### config.mk
export PLATFORM = sky130hd
export DESIGN_NAME = epoch_seconds_to_calendar_top
export DESIGN_NICKNAME = d
export VERILOG_FILES = /design/src/rtl/e2cal_pkg.sv /design/src/rtl/e2cal_front.sv /design/src/rtl/e2cal_fifo.sv /design/src/rtl/e2cal_back.sv /design/src/rtl/epoch_seconds_to_calendar_top.sv
export VERILOG_INCLUDE_DIRS = /design/src /design/src/rtl
export SDC_FILE = /design/constraint.sdc
export NUM_CORES = 2
export LEC_CHECK = 0
export BUFFER_PORTS_ARGS = -buffer_cell sky130_fd_sc_hd__buf_2
export CORE_MARGIN = 5
export CORE_UTILIZATION = 60
export DETAILED_ROUTE_END_ITERATION = 6
export HOLD_SLACK_MARGIN = 0.12
export PLACE_DENSITY = 0.77
export SLEW_MARGIN = 0
export SYNTH_ARGS = -nofsm -noshare
export SYNTH_HDL_FRONTEND = slang
export SYNTH_SLANG_ARGS = --single-unit
### constraint.sdc
create_clock -name clk -period 8.16 [get_ports clk]
set_clock_uncertainty 0.1 [all_clocks]
set_input_delay 1.632 -clock clk [delete_from_list [all_inputs] [get_ports clk]]
set_output_delay 1.632 -clock clk [all_outputs]
set_load 0.02 [all_outputs]
### src/rtl/assert_macros.svh
// Assertion macros shared by the calendar converter RTL.
// Each macro expects signals named clk and rst_n in the enclosing module.
`ifndef ASSERT_MACROS_SVH
`define ASSERT_MACROS_SVH

// Expression must hold at every clock edge outside reset.
`define ASSERT_ALWAYS(label, expr, msg) \
    label: assert property (@(posedge clk) disable iff (!rst_n) (expr)) else $error(msg);

// When the antecedent holds, the consequent must hold in the next cycle.
`define ASSERT_NEXT(label, ante, cons, msg) \
    label: assert property (@(posedge clk) disable iff (!rst_n) (ante) |=> (cons)) else $error(msg);

`endif

### src/rtl/e2cal_pkg.sv
// Package for the epoch-seconds to calendar converter: constants, types, tables.
// Used by every module of the block; depends on nothing else.
package e2cal_pkg;

    localparam int SecW       = 32;
    localparam int DayQuotW   = 16;
    localparam int OutDataW   = 48;
    localparam int QueueDepth = 2;
    localparam int QueuePtrW  = $clog2(QueueDepth);

    localparam logic [SecW-1:0]     MaxSecondsReset = 32'd4102444799;
    localparam logic [16:0]         SecPerDay       = 17'd86400;
    localparam logic [16:0]         SecPerHour      = 17'd3600;
    localparam logic [16:0]         SecPerMin       = 17'd60;
    localparam logic [DayQuotW-1:0] DaysTo2000      = 16'd10957;
    localparam logic [DayQuotW-1:0] DaysPer8Years   = 16'd2922;
    localparam logic [DayQuotW-1:0] WeekLen         = 16'd7;
    localparam logic [DayQuotW-1:0] Jan1st2000Wday  = 16'd6;
    localparam logic [7:0]          YearBase        = 8'd100;
    localparam logic [3:0]          LastMonth       = 4'd11;

    // Reciprocals for the constant divisions. 86400 is 675 * 128, 3600 is
    // 225 * 16 and 60 is 15 * 4, so the power-of-two part is shifted off
    // first and the odd part is a multiply by ceil(2^shift / divisor).
    localparam logic [25:0] DayRecip       = 26'd50903317;
    localparam int          DayRecipShift  = 35;
    localparam logic [13:0] HourRecip      = 14'd9321;
    localparam int          HourRecipShift = 21;
    localparam logic [10:0] MinRecip       = 11'd1093;
    localparam int          MinRecipShift  = 14;
    localparam logic [16:0] WdayRecip      = 17'd74899;
    localparam int          WdayRecipShift = 19;

    typedef logic [SecW-1:0] secs_t;

    // Queue status seen by the front and the back.
    typedef struct packed {
        logic full;
        logic empty;
    } q_stat_t;

    // One result; the last member sits in the lowest bits.
    typedef struct packed {
        logic [8:0] day_of_year;
        logic [2:0] day_of_week;
        logic [7:0] year_since_1900;
        logic [3:0] month;
        logic [4:0] day_of_month;
        logic [4:0] hour;
        logic [5:0] minute;
        logic [5:0] second;
    } cal_t;

    function automatic logic leap_of(input logic [7:0] year);
        return (year[1:0] == 2'b00);
    endfunction

    function automatic logic [8:0] year_len(input logic leap);
        return leap ? 9'd366 : 9'd365;
    endfunction

    function automatic logic [4:0] month_len(input logic leap, input logic [3:0] mon);
        logic [4:0] len;
        case (mon)
            4'd1:    len = leap ? 5'd29 : 5'd28;
            4'd3:    len = 5'd30;
            4'd5:    len = 5'd30;
            4'd8:    len = 5'd30;
            4'd10:   len = 5'd30;
            default: len = 5'd31;
        endcase
        return len;
    endfunction

endpackage

### src/rtl/e2cal_front.sv
// Front end of the calendar converter: input handshake, limit register, clamp.
// Depends on e2cal_pkg; pushes clamped second counts into e2cal_fifo.
module e2cal_front
    import e2cal_pkg::*;
(
    input  logic    clk,
    input  logic    rst_n,
    input  logic    s_axis_tvalid,
    output logic    s_axis_tready,
    input  secs_t   s_axis_tdata,   // [31:0] epoch_seconds
    input  logic    cfg_valid,
    output logic    cfg_ready,
    input  secs_t   cfg_data,       // [31:0] max_seconds
    input  q_stat_t q_stat,
    output logic    push,
    output secs_t   push_data
);

    secs_t max_seconds_reg;
    secs_t max_seconds_next;

    assign cfg_ready        = 1'b1;
    assign max_seconds_next = (cfg_valid && cfg_ready) ? cfg_data : max_seconds_reg;

    always_ff @(posedge clk or negedge rst_n)
    begin
        if (!rst_n)
        begin
            max_seconds_reg <= MaxSecondsReset;
        end
        else
        begin
            max_seconds_reg <= max_seconds_next;
        end
    end

    // Items above the limit are clamped before they enter the queue.
    assign s_axis_tready = !q_stat.full;
    assign push          = s_axis_tvalid && s_axis_tready;
    assign push_data     = (s_axis_tdata > max_seconds_reg) ? max_seconds_reg : s_axis_tdata;

endmodule

### src/rtl/e2cal_fifo.sv
// Short queue between the front end and the conversion engine.
// Depends on e2cal_pkg; the depth is a power of two so the pointers wrap freely.
module e2cal_fifo
    import e2cal_pkg::*;
(
    input  logic    clk,
    input  logic    rst_n,
    input  logic    push,
    input  secs_t   push_data,
    input  logic    pop,
    output secs_t   pop_data,
    output q_stat_t q_stat
);

    `include "assert_macros.svh"

    secs_t                entry_reg [QueueDepth];
    logic [QueuePtrW-1:0] wr_ptr_reg;
    logic [QueuePtrW-1:0] wr_ptr_next;
    logic [QueuePtrW-1:0] rd_ptr_reg;
    logic [QueuePtrW-1:0] rd_ptr_next;
    logic [QueuePtrW:0]   count_reg;
    logic [QueuePtrW:0]   count_next;

    assign wr_ptr_next = push ? wr_ptr_reg + 1'b1 : wr_ptr_reg;
    assign rd_ptr_next = pop ? rd_ptr_reg + 1'b1 : rd_ptr_reg;

    always_comb
    begin
        count_next = count_reg;
        if (push && !pop)
        begin
            count_next = count_reg + 1'b1;
        end
        else if (pop && !push)
        begin
            count_next = count_reg - 1'b1;
        end
    end

    always_ff @(posedge clk or negedge rst_n)
    begin
        if (!rst_n)
        begin
            wr_ptr_reg <= '0;
            rd_ptr_reg <= '0;
            count_reg  <= '0;
        end
        else
        begin
            wr_ptr_reg <= wr_ptr_next;
            rd_ptr_reg <= rd_ptr_next;
            count_reg  <= count_next;
        end
    end

    always_ff @(posedge clk)
    begin
        if (push)
        begin
            entry_reg[wr_ptr_reg] <= push_data;
        end
    end

    assign pop_data     = entry_reg[rd_ptr_reg];
    assign q_stat.full  = (count_reg == (QueuePtrW+1)'(QueueDepth));
    assign q_stat.empty = (count_reg == '0);

    `ASSERT_ALWAYS(a_no_overflow, !(push && q_stat.full), "push into a full queue")
    `ASSERT_ALWAYS(a_no_underflow, !(pop && q_stat.empty), "pop from an empty queue")

endmodule

### src/rtl/e2cal_back.sv
// Conversion engine: splits a clamped second count into calendar fields.
// Depends on e2cal_pkg; pops from e2cal_fifo and drives the result register.
module e2cal_back
    import e2cal_pkg::*;
(
    input  logic                clk,
    input  logic                rst_n,
    input  q_stat_t             q_stat,
    input  secs_t               pop_data,
    output logic                pop,
    output logic                m_axis_tvalid,
    input  logic                m_axis_tready,
    output logic [OutDataW-1:0] m_axis_tdata
);

    `include "assert_macros.svh"

    typedef enum logic [1:0] {ST_IDLE, ST_DIV, ST_SETUP, ST_CALC} state_t;
    typedef enum logic [1:0] {DP_BLOCK, DP_YEAR, DP_MONTH, DP_DONE} date_ph_t;
    typedef enum logic [2:0] {TP_HOUR, TP_HOUR_REM, TP_MIN, TP_MIN_REM, TP_DONE} time_ph_t;

    state_t               state_reg, state_next;
    secs_t                rem_reg, rem_next;
    logic [DayQuotW-1:0]  qday_reg, qday_next;
    logic [16:0]          tod_reg, tod_next;
    time_ph_t             tph_reg, tph_next;
    logic [4:0]           hour_reg, hour_next;
    logic [5:0]           minute_reg, minute_next;
    logic [DayQuotW-1:0]  wrem_reg, wrem_next;
    logic [12:0]          wq_reg, wq_next;
    date_ph_t             dph_reg, dph_next;
    logic [1:0]           bstep_reg, bstep_next;
    logic [DayQuotW-1:0]  day_reg, day_next;
    logic [7:0]           year_reg, year_next;
    logic [8:0]           yday_reg, yday_next;
    logic [3:0]           mon_reg, mon_next;
    logic                 out_valid_reg, out_valid_next;
    cal_t                 out_reg, out_next;

    logic [50:0]          day_prod;
    logic [16:0]          tod_sub;
    logic [25:0]          hour_prod;
    logic [19:0]          min_prod;
    logic [31:0]          wday_prod;
    logic [DayQuotW-1:0]  days_rel;
    logic [DayQuotW-1:0]  b_div;
    logic [8:0]           ylen;
    logic [4:0]           mlen;
    logic                 all_done;
    logic                 out_free;
    logic                 time_ok;
    logic                 date_ok;

    // Day quotient: seconds / 128 times the reciprocal of 675.
    assign day_prod = 51'(rem_reg[SecW-1:7]) * 51'(DayRecip);
    // The time of day is below 2^17, so the low bits of the product suffice.
    assign tod_sub  = 17'(qday_reg) * SecPerDay;
    assign days_rel = (qday_reg >= DaysTo2000) ? (qday_reg - DaysTo2000) : '0;

    // Hour, minute and weekday quotients by reciprocal multiplication.
    assign hour_prod = 26'(tod_reg[16:4]) * 26'(HourRecip);
    assign min_prod  = 20'(tod_reg[11:2]) * 20'(MinRecip);
    assign wday_prod = 32'(wrem_reg) * 32'(WdayRecip);

    // Date walk divisors.
    assign b_div = DaysPer8Years << bstep_reg;
    assign ylen  = year_len(leap_of(year_reg));
    assign mlen  = month_len(leap_of(year_reg), mon_reg);

    assign all_done = (tph_reg == TP_DONE) && (dph_reg == DP_DONE);
    assign out_free = !out_valid_reg || m_axis_tready;
    assign pop      = (state_reg == ST_IDLE) && !q_stat.empty;

    always_comb
    begin
        state_next     = state_reg;
        rem_next       = rem_reg;
        qday_next      = qday_reg;
        tod_next       = tod_reg;
        tph_next       = tph_reg;
        hour_next      = hour_reg;
        minute_next    = minute_reg;
        wrem_next      = wrem_reg;
        wq_next        = wq_reg;
        dph_next       = dph_reg;
        bstep_next     = bstep_reg;
        day_next       = day_reg;
        year_next      = year_reg;
        yday_next      = yday_reg;
        mon_next       = mon_reg;
        out_next       = out_reg;
        out_valid_next = out_valid_reg;

        if (out_valid_reg && m_axis_tready)
        begin
            out_valid_next = 1'b0;
        end

        case (state_reg)
            ST_IDLE:
            begin
                if (pop)
                begin
                    rem_next   = pop_data;
                    state_next = ST_DIV;
                end
            end
            ST_DIV:
            begin
                qday_next  = day_prod[DayRecipShift +: DayQuotW];
                state_next = ST_SETUP;
            end
            ST_SETUP:
            begin
                tod_next    = rem_reg[16:0] - tod_sub;
                tph_next    = TP_HOUR;
                wrem_next   = days_rel + Jan1st2000Wday;
                day_next    = days_rel;
                year_next   = YearBase;
                mon_next    = '0;
                bstep_next  = 2'd3;
                dph_next    = DP_BLOCK;
                state_next  = ST_CALC;
            end
            ST_CALC:
            begin
                case (tph_reg)
                    TP_HOUR:
                    begin
                        hour_next = hour_prod[HourRecipShift +: 5];
                        wq_next   = wday_prod[WdayRecipShift +: 13];
                        tph_next  = TP_HOUR_REM;
                    end
                    TP_HOUR_REM:
                    begin
                        tod_next  = tod_reg - 17'(hour_reg) * SecPerHour;
                        wrem_next = wrem_reg - 16'(wq_reg) * WeekLen;
                        tph_next  = TP_MIN;
                    end
                    TP_MIN:
                    begin
                        minute_next = min_prod[MinRecipShift +: 6];
                        tph_next    = TP_MIN_REM;
                    end
                    TP_MIN_REM:
                    begin
                        tod_next = tod_reg - 17'(minute_reg) * SecPerMin;
                        tph_next = TP_DONE;
                    end
                    default:
                    begin
                        tph_next = TP_DONE;
                    end
                endcase

                case (dph_reg)
                    DP_BLOCK:
                    begin
                        if (day_reg >= b_div)
                        begin
                            day_next  = day_reg - b_div;
                            year_next = year_reg + (8'd8 << bstep_reg);
                        end
                        bstep_next = bstep_reg - 2'd1;
                        if (bstep_reg == '0)
                        begin
                            dph_next = DP_YEAR;
                        end
                    end
                    DP_YEAR:
                    begin
                        if (day_reg >= {7'd0, ylen})
                        begin
                            day_next  = day_reg - {7'd0, ylen};
                            year_next = year_reg + 8'd1;
                        end
                        else
                        begin
                            yday_next = day_reg[8:0];
                            dph_next  = DP_MONTH;
                        end
                    end
                    DP_MONTH:
                    begin
                        if ((mon_reg < LastMonth) && (day_reg >= {11'd0, mlen}))
                        begin
                            day_next = day_reg - {11'd0, mlen};
                            mon_next = mon_reg + 4'd1;
                        end
                        else
                        begin
                            dph_next = DP_DONE;
                        end
                    end
                    default:
                    begin
                        dph_next = DP_DONE;
                    end
                endcase

                if (all_done && out_free)
                begin
                    out_next.second          = tod_reg[5:0];
                    out_next.minute          = minute_reg;
                    out_next.hour            = hour_reg;
                    out_next.day_of_month    = day_reg[4:0] + 5'd1;
                    out_next.month           = mon_reg;
                    out_next.year_since_1900 = year_reg;
                    out_next.day_of_week     = wrem_reg[2:0];
                    out_next.day_of_year     = yday_reg;
                    out_valid_next           = 1'b1;
                    state_next               = ST_IDLE;
                end
            end
            default:
            begin
                state_next = ST_IDLE;
            end
        endcase
    end

    always_ff @(posedge clk or negedge rst_n)
    begin
        if (!rst_n)
        begin
            state_reg     <= ST_IDLE;
            rem_reg       <= '0;
            qday_reg      <= '0;
            tod_reg       <= '0;
            tph_reg       <= TP_DONE;
            hour_reg      <= '0;
            minute_reg    <= '0;
            wrem_reg      <= '0;
            wq_reg        <= '0;
            dph_reg       <= DP_DONE;
            bstep_reg     <= '0;
            day_reg       <= '0;
            year_reg      <= '0;
            yday_reg      <= '0;
            mon_reg       <= '0;
            out_valid_reg <= 1'b0;
            out_reg       <= '0;
        end
        else
        begin
            state_reg     <= state_next;
            rem_reg       <= rem_next;
            qday_reg      <= qday_next;
            tod_reg       <= tod_next;
            tph_reg       <= tph_next;
            hour_reg      <= hour_next;
            minute_reg    <= minute_next;
            wrem_reg      <= wrem_next;
            wq_reg        <= wq_next;
            dph_reg       <= dph_next;
            bstep_reg     <= bstep_next;
            day_reg       <= day_next;
            year_reg      <= year_next;
            yday_reg      <= yday_next;
            mon_reg       <= mon_next;
            out_valid_reg <= out_valid_next;
            out_reg       <= out_next;
        end
    end

    assign m_axis_tvalid = out_valid_reg;
    assign m_axis_tdata  = {(OutDataW - $bits(cal_t))'(0), out_reg};

    assign time_ok = (out_reg.hour < 5'd24) && (out_reg.minute < 6'd60)
                     && (out_reg.second < 6'd60);
    assign date_ok = (out_reg.day_of_month != 5'd0) && (out_reg.month <= LastMonth)
                     && (out_reg.year_since_1900 >= YearBase)
                     && (out_reg.day_of_year < 9'd366) && (out_reg.day_of_week < 3'd7);

    `ASSERT_ALWAYS(a_time_range, !out_valid_reg || time_ok, "time of day out of range")
    `ASSERT_ALWAYS(a_date_range, !out_valid_reg || date_ok, "date out of range")
    `ASSERT_NEXT(a_pop_starts_div, pop, state_reg == ST_DIV, "pop did not start the day divider")

endmodule

### src/rtl/epoch_seconds_to_calendar_top.sv
// Top level of the epoch-seconds to calendar converter.
// Depends on e2cal_pkg, e2cal_front, e2cal_fifo and e2cal_back.
//
//   Channel   Direction  Handshake                      Payload
//   s_axis    in         s_axis_tvalid / s_axis_tready  tdata[31:0] epoch_seconds
//   m_axis    out        m_axis_tvalid / m_axis_tready  tdata[45:0] calendar fields
//   cfg       in         cfg_valid / cfg_ready          cfg_data[31:0] max_seconds
//
// From queue head to result register, an item is popped, its day quotient is
// formed by reciprocal multiplication, its time of day is formed, and then the
// date walk runs over eight-year blocks, single years and months, which hides the
// four time-of-day and weekday steps. A waiting result holds the engine while the
// two-entry queue keeps taking input items. Reset is asynchronous and active low
// and sets the limit to 2099-12-31 23:59:59.
module epoch_seconds_to_calendar_top
    import e2cal_pkg::*;
(
    input  logic                clk,
    input  logic                rst_n,
    input  logic                s_axis_tvalid,
    output logic                s_axis_tready,
    input  secs_t               s_axis_tdata,  // [31:0] epoch_seconds
    output logic                m_axis_tvalid,
    input  logic                m_axis_tready,
    // [5:0] second, [11:6] minute, [16:12] hour, [21:17] day_of_month,
    // [25:22] month, [33:26] year_since_1900, [36:34] day_of_week,
    // [45:37] day_of_year, [47:46] zero
    output logic [OutDataW-1:0] m_axis_tdata,
    input  logic                cfg_valid,
    output logic                cfg_ready,
    input  secs_t               cfg_data       // [31:0] max_seconds
);

    q_stat_t q_stat;
    logic    push;
    secs_t   push_data;
    logic    pop;
    secs_t   pop_data;

    // The front clamps each item to the limit register before queueing it.
    e2cal_front u_front (
        .clk           (clk),
        .rst_n         (rst_n),
        .s_axis_tvalid (s_axis_tvalid),
        .s_axis_tready (s_axis_tready),
        .s_axis_tdata  (s_axis_tdata),
        .cfg_valid     (cfg_valid),
        .cfg_ready     (cfg_ready),
        .cfg_data      (cfg_data),
        .q_stat        (q_stat),
        .push          (push),
        .push_data     (push_data)
    );

    // Clamped second counts wait here until the engine is free.
    e2cal_fifo u_fifo (
        .clk       (clk),
        .rst_n     (rst_n),
        .push      (push),
        .push_data (push_data),
        .pop       (pop),
        .pop_data  (pop_data),
        .q_stat    (q_stat)
    );

    // The engine converts one item at a time and holds the result until taken.
    e2cal_back u_back (
        .clk           (clk),
        .rst_n         (rst_n),
        .q_stat        (q_stat),
        .pop_data      (pop_data),
        .pop           (pop),
        .m_axis_tvalid (m_axis_tvalid),
        .m_axis_tready (m_axis_tready),
        .m_axis_tdata  (m_axis_tdata)
    );

endmodule

==> results.txt <==
ys flop type: dfrtp_1
DRT Pass-1 Iters: 6
clk_lat worst skew: 0.56 ns
largest net degree at the start of global routing: 151
hold_sp: u_back.m_axis_tdata[5]$_DFFE_PN0P_
CP Capture Type: flop
Synth Cell Area: 36100 µm²
HPWL Detailed: 69200 µm
mean post-synth cell area: 9.59 µm²
commonest cells after routing, fill and taps aside: ha_1 (718), inv_1 (686), fa_1 (307)
CTS sink count: 298
Vias/cell: 5.79
via count: 26.9k
crit path from: u_back.rem_reg[30]$_DFFE_PN0P_
vias in the first global route: 27.8k
WP data required: 8.56 ns
worst setup path class: reg2reg
PortBufs: 116
Final Hold Viols: 0
YS warnings: 0
first-pass GRT wire length: 144000 µm
synth top area cells: ha_1 (25%), fa_1 (17%), dfrtp_1 (15%), inv_1 (7.1%), edfxtp_1 (5.3%)
Max Cap Viol: 0
CTS H-tree lvls: 2
Post-Route WL: 86500 µm
run status: completed
period utilization: 84.8%
FF+latch count, synth: 298
postcts setup bufs: 0
WL/cell: 18.6 µm
slew margin rel.: 23.8%
Seq/Total Area, Yosys: 21.6%
Final setup viols: 0
CP cell instances: fa_1 -> inv_1 -> fa_1 -> inv_1 -> fa_1 -> inv_1 -> fa_1 -> inv_1 -> fa_1 -> inv_1 -> fa_1 -> inv_1 -> ha_1 -> ha_1 -> nand4_1 -> nor2_1 -> o31ai_1 -> a211oi_1 -> nor3_1 -> o31ai_1 -> a211oi_1 -> or4b_2 -> nand4_1
initial antenna violation count: 1
post-route ant nets: 0
min Tclk post-route: 6.92 ns
RD Place Congestion: 1.00
total congestion overflow: 0
Initial Utilization: 60.2%
most common cell after layout, fill and taps aside: ha_1
Max Clk Rate: 0.144 GHz
layout cells sized above 1: 7.78%
unrepaired setup endpoints after global routing: false
number of flops mapped to enable cells by yosys: 64
cts repair resizes: 0
CP Launch Type: flop
Die ar.: 65200 µm²
ys async rst share: 78.5%
top cell type's share of synthesized area: 24.9%
max FFs per register: 64
area leader, netlist: ha_1
crit path max fanout: 10
worst-margin pin slew: 1.14 ns
Final #Nets: 4936
clk buf depth: 3
CTS buffer count: 37
Die W: 255 µm
# rows: 90
Crit-path slowest cell: or4b_2
area grow syn2layout: 7.04%
CORE AREA: 60000 µm²
chip height: 255 µm
synthesized instance count: 3769
CTS tree: done
Synth cell types: 83
crit path DAT: 7.32 ns
max-slew violations: 0
DRC viols: 0
reg2reg start: u_back.rem_reg[30]$_DFFE_PN0P_
root buffer cell: clkbuf_16
crit-path max cell delay: 0.63 ns
1st-iter DRT viols: 1988
I/O pin cnt: 120
CTS clk-pin slew, worst paths: 0.06 ns
GR Util All Layers: 26.6%
worst hold path class: reg2reg
hold_buf cts: 0
Post-Route Setup TNS: 0 ns
==> synth_stat cells (43+ instances only) <==
cell type and instances:
o21ai_0 216, dfrtp_1 211, edfxtp_1 64, ha_1 719
clkbuf_1 68, xnor2_1 95, mux2i_1 44, nand3_1 67
mux2_2 43, a21oi_1 165, nor2_1 114, xor2_1 70
nand2_1 274, nor3_1 79, fa_1 307, inv_1 686
a21o_1 54
==> area by class of cell <==
class / count / area (µm²)
multi-input cells: 2686 / 25400
repair buffers: 132 / 723
clock buffers: 45 / 986
fillers: 4935 / 21300
inverters: 686 / 2570
well taps: 782 / 978
diodes: 1 / 2.50
clock inverters: 20 / 219
flip-flops and latches: 298 / 7810
==> metal layers <==
layer	wire length (µm)	part of all wire [%]	vias up	global-route usage, %
li1	-	-	12900	-
met3	4590	5.3	162	3.70
met4	2760	3.2	0	8.17
met1	37500	43	13200	35.6
met5	0	0	-	0
met2	41700	48	685	45.4
==> metrics by stage <==
stage,instances,hold slack [ns],utilization (%),instance area (µm²),setup WS (ns)
2_1_floorplan,3770,0.349,-,36100,1.70
3_3_place_gp,4584,0.362,62.4,37500,1.38
3_5_place_dp,4584,0.371,62.4,37500,1.21
4_1_cts,4649,0.384,64.4,38700,1.21
5_1_grt,4650,0.411,64.4,38700,0.804
6_report,4650,0.380,64.4,38700,1.24
==> final timing paths <==
kind                                                       end  slack [ns]  cells after the start
setup / recovery               u_back.qday_reg[13]$_DFFE_PN0N_        1.24                     23
hold / removal              u_back.m_axis_tdata[5]$_DFFE_PN0P_        0.38                      2
setup reg to reg               u_back.qday_reg[13]$_DFFE_PN0N_        1.24                     23
hold reg to reg             u_back.m_axis_tdata[5]$_DFFE_PN0P_        0.38                      2
max in group asynchronous        u_fifo.rd_ptr_reg$_DFFE_PN0P_        5.61                      2
min in group asynchronous  u_back.m_axis_tdata[31]$_DFFE_PN0P_        0.96                      1
==> kinds of logic after synthesis <==
group | after synthesis | synth area share (%)
fa+ha+maj | 1026 | 41.9
mux | 87 | 2.56
flops | 298 | 21.6
other cells | 2 | 0.0208
xor+xnor | 165 | 4.00
simple gates | 701 | 9.14
compound gates | 704 | 12.5
buf+inv | 786 | 8.29
==> worst max-delay path: cells and delay by family (launching register included) <==
family | cells | cell delay (ns)
AOI/OAI and AO/OA | 4 | 0.93
adders and majority gates | 8 | 3.88
buffers and inverters | 6 | 0.32
DFF | 1 | 0.54
and+or+nand+nor | 5 | 1.09
Power is left out: the tool's default activity adds up to more than one toggle a clock period on the data nets, which glitch-free logic cannot reach.
